--- src/design/tdt_pkg.sv ---
// shared types and codes for the tile lookup-or-insert table
package tdt_pkg;

  // result field widths
  localparam int INDEX_W  = 8;
  localparam int STATUS_W = 2;
  localparam int COORD_W  = 8;

  // result status codes
  localparam logic [STATUS_W-1:0] ST_MATCHED = 2'd0;
  localparam logic [STATUS_W-1:0] ST_ADDED   = 2'd1;
  localparam logic [STATUS_W-1:0] ST_FULL    = 2'd2;

  // request side information carried along the chain
  typedef struct packed {
    logic [INDEX_W-1:0]  tile_index;
    logic [STATUS_W-1:0] status;
    logic [COORD_W-1:0]  map_space;
    logic [COORD_W-1:0]  pos_x;
    logic [COORD_W-1:0]  pos_y;
  } meta_t;

endpackage

--- src/design/tdt_cell.sv ---
// one table entry with its compare logic and the chain stage behind it
module tdt_cell #(
  parameter int TILE_BITS  = 64,
  parameter int CELL_INDEX = 0
) (
  input  logic                 clk,
  input  logic                 rst,
  input  logic                 advance,
  input  logic                 in_valid,
  input  logic [TILE_BITS-1:0] in_key,
  input  tdt_pkg::meta_t       in_meta,
  output logic                 out_valid,
  output logic [TILE_BITS-1:0] out_key,
  output tdt_pkg::meta_t       out_meta,
  output logic                 entry_valid
);
  import tdt_pkg::*;

  localparam logic [INDEX_W-1:0] MY_IDX = INDEX_W'(CELL_INDEX);

  logic [TILE_BITS-1:0] entry;
  meta_t                meta_next;
  logic                 store;

  // compare against the held entry, or claim this entry when it is free
  always_comb begin
    meta_next = in_meta;
    store     = 1'b0;
    if (in_valid && (in_meta.status == ST_FULL)) begin
      if (entry_valid) begin
        if (entry == in_key) begin
          meta_next.status     = ST_MATCHED;
          meta_next.tile_index = MY_IDX;
        end
      end else begin
        store                = advance;
        meta_next.status     = ST_ADDED;
        meta_next.tile_index = MY_IDX;
      end
    end
  end

  // control flags
  always_ff @(posedge clk) begin
    if (rst) begin
      out_valid   <= 1'b0;
      entry_valid <= 1'b0;
    end else begin
      if (advance) begin
        out_valid <= in_valid;
      end
      if (store) begin
        entry_valid <= 1'b1;
      end
    end
  end

  // payload and stored pattern
  always_ff @(posedge clk) begin
    if (advance) begin
      out_key  <= in_key;
      out_meta <= meta_next;
    end
    if (store) begin
      entry <= in_key;
    end
  end

endmodule

--- config.mk ---
export PLATFORM = sky130hd
export DESIGN_NAME = tdt_cell
export DESIGN_NICKNAME = d
export VERILOG_FILES = /design/src/design/tdt_pkg.sv /design/src/design/tdt_cell.sv
export SDC_FILE = /design/constraint.sdc
export NUM_CORES = 1
export LEC_CHECK = 0
export BUFFER_PORTS_ARGS = -buffer_cell sky130_fd_sc_hd__buf_2
export CAP_MARGIN = 20
export CORE_ASPECT_RATIO = 0.75
export CORE_MARGIN = 5
export CORE_UTILIZATION = 35
export CTS_CLUSTER_SIZE = 40
export DETAILED_ROUTE_END_ITERATION = 8
export GPL_ROUTABILITY_DRIVEN = 0
export PLACE_DENSITY_LB_ADDON = 0.05
export SETUP_SLACK_MARGIN = 0.05
export SYNTH_ARGS = -nofsm -noshare
export SYNTH_HDL_FRONTEND = slang
export SYNTH_SLANG_ARGS = --single-unit
--- constraint.sdc ---
create_clock -name clk -period 15.4 [get_ports clk]
set_input_delay 4.62 -clock clk [delete_from_list [all_inputs] [get_ports clk]]
set_output_delay 4.62 -clock clk [all_outputs]
set_load 0.01 [all_outputs]
# Word-level counts from Yosys, hierarchy flattened
# Index checks and enable logic that the tools add are counted.
# classes
eq_ne	2
reduce_logical	1
n_mux	5
# ops
cell	n
64-bit equality test	1
10-bit 2-to-1 mux	3
2-bit equality test, second input constant	1
1-bit 2-to-1 mux	2
1-bit logical AND	1
# word_totals
word_cells	17
output_inout_bits	100
reg_bits	164
input_bits	102

# Depth between registers and ports, before layout
# Gate-level depths: netlist of the first run.
# logic_depth
depth_word	4
mapped_depth	6
ltp_nobuf	6

# Least setup slack after synthesis of the first run
# Ideal clock, no wire load.
# synth_timing
path_kind	input to register
startpoint	in in_meta[24] (netlist bit)
endpoint	reg entry[0] (enable)
t_required_ns	14.912
arrival_time_ns	7.770
path_slack_ns	7.142
path_buffers	0
setup_ns	0.488
path_stages	3
path_cell_list	nand3b_1 > or2_2 > nor2_1
# synth_between
elab_chain_cells	3
# synth_lines
item	line_no	source
start: declaration	tdt_cell.sv:11	input tdt_pkg::meta_t in_meta,
2-bit equality test	tdt_cell.sv:29	if (in_valid && (in_meta.status == ST_FULL)) begin
1-bit logical AND	tdt_cell.sv:29	
1-bit 2-to-1 mux	tdt_cell.sv:29	
net store	tdt_cell.sv:23	logic store;
end signal: assignment	tdt_cell.sv:65	entry <= in_key;
end: declaration	tdt_cell.sv:21	logic [TILE_BITS-1:0] entry;
# The timed path passes the listed nets, and every way through them passes these cells.
# A chain may end at the register's enable or synchronous reset.

==> metrics.cfg, run 1 <==
[status]
outcome=completed

[detailed_routing]
dr.first_iter.drc_count=165
avgRoutedWirePerCell_um=16.8
viasPerCell=4.37
drt_pass1_iterations=4
vias=3152
drt_wl_total_mm=12.1
route.detailed.drc=0
drtAntennaViolNets=0

[global_routing]
gr-usage-all-layers_pct=12.5
grt_antenna_before_repair=3
grt_pass1_wl_mm=17.8
grt_start_max_net_pins=66
use_met2_pct=17.8
met1_usage_pct=16.8
grt_pass1_vias=3265
grt-ovfl-total=0
gr-usage-met3_pct=5.35
grt-busiest-layer=met2

[layout]
final_cell_mix=buf_2, edfxtp_1, xor2_1
antenna_cells=0
syn_to_final_growth_pct=31.5
seqCellArea_mm2=0.00490
drive_gt1_share_pct=46.2
fin_nets=601
fillers=1454
utilization_pct=47.0
multi_input_area_um2=861
layout_commonest_cell=buf_2

[timing]
worst_pin_slew_ns=0.865
fin_setup_tns_ns=0
finalWorstSetupSlack_ns=9.32
period_share_pct=39.5
fin_worst_skew_ns=0.00730
fin_crit_ns=6.08
max_freq_mhz=164
finalHoldViolCount=0
drv_slew=0
slew_headroom_pct=42.3
setup_viol=0
rsz0062_at_grt=false

[floorplanning]
coreArea_mm2=0.0161
start_util_pct=35.8
die_w_um=158
die_h_um=121
row_count=40
ios=202
dieArea_mm2=0.0192

[clocking]
cts_buffer_depth=2
cts_tree=built
cts_setup_buffers=0
cts_max_level=4
cts_hold_buffers=0
clkLatencyLatePin_ns=0.42
clock-sinks=164
numCtsBuffers=17
cts_root_buf=clkbuf_16
cts_resized=0
clk_pin_slew_ns=0.06

[setup_path]
rr_startpoint=entry[60]
cp_max_fo=9
rrSetupSlack_ns=13.25
reg2reg_depth=6
cp-start-kind=primary input
endpoint_kind=flop
cp.required_ns=15.54
cp.arrival_ns=6.23
reg2reg_to=out_meta[32]
critPathKind=primary input to flop

[power]
power_mw=0.978
total_leakage_power_nw=2.94
power-per-cell-area_mw_per_mm2=129
ir_drop_uv=75.1

[yosys]
yosysTopAreaCell=edfxtp_1
syn-num-nets=380
synth_top_area_share_pct=84.4
synthTopCellsByArea=edfxtp_1, xor2_1, xnor2_1
synth_cell_types=19
seq_area_frac_synth_pct=85.1
netlist_instances=278
ys_ff_latch=164
synth.avg_cell_area_um2=20.7
yosysWarnings=0
synth.cell_area_mm2=0.00577

[hold_path]
min_to=out_valid
hold_depth=2
hp-class=flop to flop
min_from=out_valid

[job]
max-cap-violations=0

[placement]
hpwlAfterDp_mm=8.49
pre_cts_slack_ns=8.88
numPortBuffers=201

==> routing by layer <==
metal	share of wire, %	routed length (µm)
met1	46	5590
met2	43	5180
met3	9.7	1170
met4	1.2	145
met5	0.33	40
==> metrics by stage <==
stage,hold slack (ns),cell area (µm²),std cells
finish,0.486,7580,721
global route,0.523,7580,721
CTS,0.496,7580,721
detailed placement,0.482,7060,690
global placement,0.477,7060,690
floorplan,0.528,5770,278
==> Yosys cell counts <==
master / number
nand3b_1: 1
nand3_1: 3
dfxtp_1: 2
clkbuf_1: 1
or2_2: 1
nor3_1: 2
mux2i_1: 1
xor2_1: 39
nand2_1: 9
nor4_4: 1
o21ba_2: 1
nor2_1: 11
nor4_1: 6
inv_1: 1
xnor2_1: 25
edfxtp_1: 162
nand4_1: 7
nor4_2: 4
nand2b_1: 1
==> flip-flops by register name, summed over array words and instances (netlist names) <==
register	cells
out_meta	34
entry_valid	1
entry	64
out_valid	1
out_key	64
==> worst max-delay path: stages <==
cell and delay (ns):
buf_2 0.12, xnor2_1 0.15, nand4_1 0.12, nor3_1 0.29, nand3_1 0.21, nor4_4 0.57
nor2_1 0.14
==> worst max path at each step <==
stage	startpoint	end	slack, ns	cells after the start
2_1_floorplan	in_meta[24]	entry[0]	7.14	3
3_3_place_gp	in_key[36]	out_meta[28]	8.91	6
3_5_place_dp	in_key[36]	out_meta[28]	8.88	6
4_1_cts	in_key[36]	out_meta[31]	9.32	6
5_1_grt	in_key[18]	out_meta[32]	9.14	7
6_report	in_key[18]	out_meta[32]	9.32	7
==> logic make-up (layout without fill, tap and decap cells) <==
logic type      after synthesis  in the layout  synth area share, %
compound gates                1              1                0.174
flops                       164            164                 85.1
simple gates                 46             46                 4.73
xor+xnor                     64             64                 9.72
mux                           1              1                0.174
buf+inv                       2            235                0.130
==> power by group <==
| part | internal (mW) | switching (mW) | leakage [nW] | total (mW) |
|---|---|---|---|---|
| logic | 0.0302 | 0.0423 | 1.13 | 0.0725 |
| registers | 0.518 | 0.00590 | 1.56 | 0.524 |
| clock network | 0.218 | 0.163 | 0.249 | 0.381 |
==> layout make-up <==
class / count / share of cell area [%]
sequential: 164 / 64.7
timing repair buffer: 203 / 13.5
inverter: 1 / 0.0495
clock buffer: 19 / 5.71
tap: 210 / 3.47
clock inverter: 12 / 1.21
multi-input combinational: 112 / 11.4
Power figures use the tool's default switching activity.
==> run 2, diff against run 1 <==
clock period = 6.1 ns   (was 15.4 ns; I/O delays follow)
==> run 2 against run 1 <==
  * Critical path depth is the same
  * Clock skew is essentially flat
  * Largest cell class unchanged
  * Global-route usage shrank 0.21 points
  * Via count shrank 0.92%
  * Hold slack gained 0.0048 ns
  * Wire length shrank 2.2%
  * Sequential share of layout area shrank 0.75 points
  * Count of clock-buffer cells in the layout is the same
  * Sequential power grew to 2.5 times the previous value
  * Clock power grew to 2.9 times the previous value
  * Core utilization grew 0.55 points
  * Die area is the same
==> metrics.cfg, run 2 (same netlist as run 1, synthesis figures left out) <==
[timing]
fin_crit_ns=3.28
fin_worst_skew_ns=0.00710
max_freq_mhz=304
slew_headroom_pct=42.6
setup_viol=0
period_share_pct=53.8
worst_pin_slew_ns=0.861
drv_slew=0
fin_setup_tns_ns=0
finalHoldViolCount=0
rsz0062_at_grt=false

[layout]
seqCellArea_mm2=0.00490
reg_top3=entry (64), out_key (64), out_meta (34)
layout_commonest_cell=buf_2
fin_nets=601
antenna_cells=0
drive_gt1_share_pct=46.8
final_cell_mix=buf_2, edfxtp_1, xor2_1
syn_to_final_growth_pct=33.0
fillers=1427
utilization_pct=47.6
instances_no_fill=721
multi_input_area_um2=861

[floorplanning]
start_util_pct=35.8
row_count=40
die_w_um=158
dieArea_mm2=0.0192
coreArea_mm2=0.0161
die_h_um=121
ios=202

[setup_path]
rrSetupSlack_ns=3.98
cp-start-kind=primary input
critPathKind=primary input to flop
crit_slowest_cell=nor4_4
cp.arrival_ns=3.43
cp.required_ns=6.24
critical-path-max-stage-delay_ns=0.43
path_cells=buf_2, xnor2_1, nand4_1, nor4_1, nand3_1, nor4_4, nor2_1
cp_max_fo=9
endpoint_kind=flop

[placement]
numPortBuffers=201
hpwlAfterDp_mm=8.35
dp_cells=690

[job]
max-cap-violations=0

[clocking]
clock-sinks=164
cts_root_buf=clkbuf_16
cts_setup_buffers=0
cts_tree=built
cts_resized=0
clkLatencyLatePin_ns=0.41
cts_buffer_depth=2
numCtsBuffers=17
cts_max_level=4
cts_hold_buffers=0
clk_pin_slew_ns=0.06

[global_routing]
grt_pass1_wl_mm=17.6
gr-usage-all-layers_pct=12.3
grt-ovfl-total=0
grt_antenna_before_repair=2
grt_start_max_net_pins=66
grt_pass1_vias=3184

[detailed_routing]
vias=3123
drtAntennaViolNets=0
avgRoutedWirePerCell_um=16.5
drt_pass1_iterations=4
drt_wl_total_mm=11.9
route.detailed.drc=0
dr.first_iter.drc_count=210
viasPerCell=4.33

[power]
ir_drop_uv=194
total_leakage_power_nw=2.98
power-per-cell-area_mw_per_mm2=341

[hold_path]
hp-class=flop to flop

[status]
outcome=completed

## run 2: cell count changes in the layout (fill, tap and decap cells not counted)
cell / before / now
clkinvlp_4: 3 / 1
clkinv_2: 3 / 1
clkinv_1: 4 / 1
clkinv_4: 1 / 3
inv_6: 0 / 2
bufinv_16: 1 / 4
## run 2: area by class of cell
type / instances / share of cell area, %
sequential: 164 / 64.0
timing repair buffer: 203 / 13.3
multi-input combinational: 112 / 11.2
clock buffer: 19 / 5.65
tap: 210 / 3.43
clock inverter: 12 / 2.35
inverter: 1 / 0.0489
## run 2: final timing paths
path	from	to	cells past startpoint
max reg2reg	entry[2]	out_meta[29]	6
min reg2reg	out_valid	out_valid	2
max	in_key[2]	out_meta[29]	7
min	out_valid	out_valid	2
## run 2: worst max-delay path: cells and delay by family
family / cells / cell delay, ns
AND/OR/NAND/NOR: 5 / 1.30
XOR/XNOR: 1 / 0.17
buffers and inverters: 1 / 0.12
## run 2: report_power, final
part | internal (mW) | switching [mW] | leakage, nW
Combinational | 0.0762 | 0.106 | 1.13
Clock | 0.686 | 0.425 | 0.295
Sequential | 1.31 | 0.0150 | 1.56
## run 2: layer usage
metal  track usage [%]  vias up  part of all wire (%)
met2              17.4      134                    43
met4              4.48        4                   1.1
met5                 0        -                  0.18
met3              5.60       14                    11
met1              16.5     1474                    45
li1                  -     1497                     -
## run 2: metrics by stage
stage / hold slack, ns / area, µm² / power, mW / worst slack, ns
after global placement: 0.479 / 7060 / 1.53 / 2.39
after global routing: 0.526 / 7670 / 2.73 / 2.65
final: 0.491 / 7670 / 2.62 / 2.82
after CTS: 0.496 / 7670 / 2.66 / 2.78
after detailed placement: 0.480 / 7060 / 1.54 / 2.34
after floorplan: 0.528 / 5770 / 1.41 / 0.632
==> run 3, diff against run 2 <==
clock period = 3.1 ns   (was 6.1 ns; I/O delays follow)
==> run 3 against run 2 <==
  * Total power up 85%
  * Sequential power increased by 97%
  * Core utilization down 0.30 points
  * Wire length shrank 2.4%
  * Critical endpoint is now out_meta[25]
  * Highest routed layer unchanged
==> metrics.cfg, run 3 (same netlist as run 1, synthesis figures left out) <==
[layout]
fillers=1447
drive_gt1_share_pct=46.4
antenna_cells=0
final_cell_mix=buf_2, edfxtp_1, xor2_1
multi_input_area_um2=861
final_cell_area_mm2=0.00762
layout_commonest_cell=buf_2
seqCellArea_mm2=0.00490
utilization_pct=47.3
syn_to_final_growth_pct=32.2
fin_nets=603
reg_top3=entry (64), out_key (64), out_meta (34)

[clocking]
clock-sinks=164
cts_buffer_depth=2
cts_setup_buffers=0
cts_tree=built
cts_hold_buffers=0
numCtsBuffers=17
cts_resized=0
clk_pin_slew_ns=0.06
cts_root_buf=clkbuf_16
clkLatencyLatePin_ns=0.41
cts_max_level=4

[detailed_routing]
drt_wl_total_mm=11.6
dr.first_iter.drc_count=138
viasPerCell=4.38
vias=3165
avgRoutedWirePerCell_um=16.0
drt_pass1_iterations=4
drtAntennaViolNets=0
route.detailed.drc=0

[floorplanning]
dieArea_mm2=0.0192
die_h_um=121
ios=202
start_util_pct=35.8
row_count=40
coreArea_mm2=0.0161
die_w_um=158

[setup_path]
crit_slowest_cell=nor4_4
cp.required_ns=3.24
cp_max_fo=9
endpoint_kind=flop
path_cells=buf_2, xnor2_1, nand4_1, nor4_1, nand3_1, nor4_4, nor2_1
cp.arrival_ns=2.49
critical-path-max-stage-delay_ns=0.43
cp-start-kind=primary input
critPathKind=primary input to flop

[timing]
finalHoldViolCount=0
period_share_pct=75.8
fin_crit_ns=2.35
worst_pin_slew_ns=0.526
slew_headroom_pct=64.6
drv_slew=0
max_freq_mhz=425
rsz0062_at_grt=false
fin_setup_tns_ns=0
setup_viol=0
fin_worst_skew_ns=0.00594

[global_routing]
grt_antenna_before_repair=1
gr-usage-all-layers_pct=11.8
grt_start_max_net_pins=56
grt_pass1_wl_mm=17.0
grt-ovfl-total=0
grt_pass1_vias=3231

[placement]
hpwlAfterDp_mm=8.48
placed_area_mm2=0.00710
numPortBuffers=201

[power]
p_sw_mw=1.02
seqPwrFrac_pct=53.8
combPwrFrac_pct=7.5
power_mw=4.84
ir_drop_uv=350
internal-power_mw=3.82
power.share.switching_pct=21.1
p_clk_share_pct=38.8
total_leakage_power_nw=2.96
power-per-cell-area_mw_per_mm2=636

[job]
max-cap-violations=0

[hold_path]
hp-class=flop to flop

[status]
outcome=completed

run 3: cell types whose count changed in the layout (fill, tap and decap cells not counted), sizes merged:
| cell | previous run | this run |
|---|---|---|
| buf | 203 | 205 |
| bufinv | 4 | 1 |
| inv | 3 | 2 |
| clkinvlp | 1 | 2 |
| clkbuf | 19 | 21 |
| clkinv | 5 | 6 |
run 3: per-stage QoR:
stage	instances	worst slack, ns	hold slack (ns)
floorplan	278	0.338	0.528
global placement	692	0.281	0.473
detailed placement	692	0.194	0.481
CTS	723	0.636	0.497
global route	723	0.486	0.518
finish	723	0.749	0.493
run 3: layer usage:
| layer | share of wire (%) | global-route usage [%] | wire, µm |
|---|---|---|---|
| met5 | 0.060 | 0 | 7 |
| met4 | 1.4 | 4.48 | 159 |
| met3 | 10 | 4.81 | 1190 |
| met2 | 44 | 17.6 | 5060 |
| met1 | 45 | 15.5 | 5160 |
run 3: worst paths after layout:
check / start / to / slack (ns) / depth (start not counted)
max: in_key[2] / out_meta[25] / 0.75 / 7
min: out_valid / out_valid / 0.49 / 2
max reg2reg: entry[60] / out_meta[25] / 1.02 / 6
min reg2reg: out_valid / out_valid / 0.49 / 2
run 3: power groups by stage:
stage / Sequential [mW] / Combinational, mW / Clock, mW
after floorplan: 2.71 / 0.0631 / 0
after global placement: 2.65 / 0.367 / 0
after detailed placement: 2.65 / 0.371 / 0
after CTS: 2.61 / 0.372 / 1.94
after global routing: 2.61 / 0.397 / 2.05
final: 2.60 / 0.361 / 1.88
run 3: area by class of cell:
class | instances | share of cell area [%]
flip-flops and latches | 164 | 64.4
repair buffers | 205 | 14.0
multi-input cells | 112 | 11.3
clock buffers | 21 | 5.78
well taps | 210 | 3.45
inverters | 1 | 0.0493
clock inverters | 10 | 1.12
run 3: critical path: cells and delay by family:
kind,cells,cell delay [ns]
and+or+nand+nor,5,1.27
xor gates and xnor gates,1,0.17
buffers and inverters,1,0.12
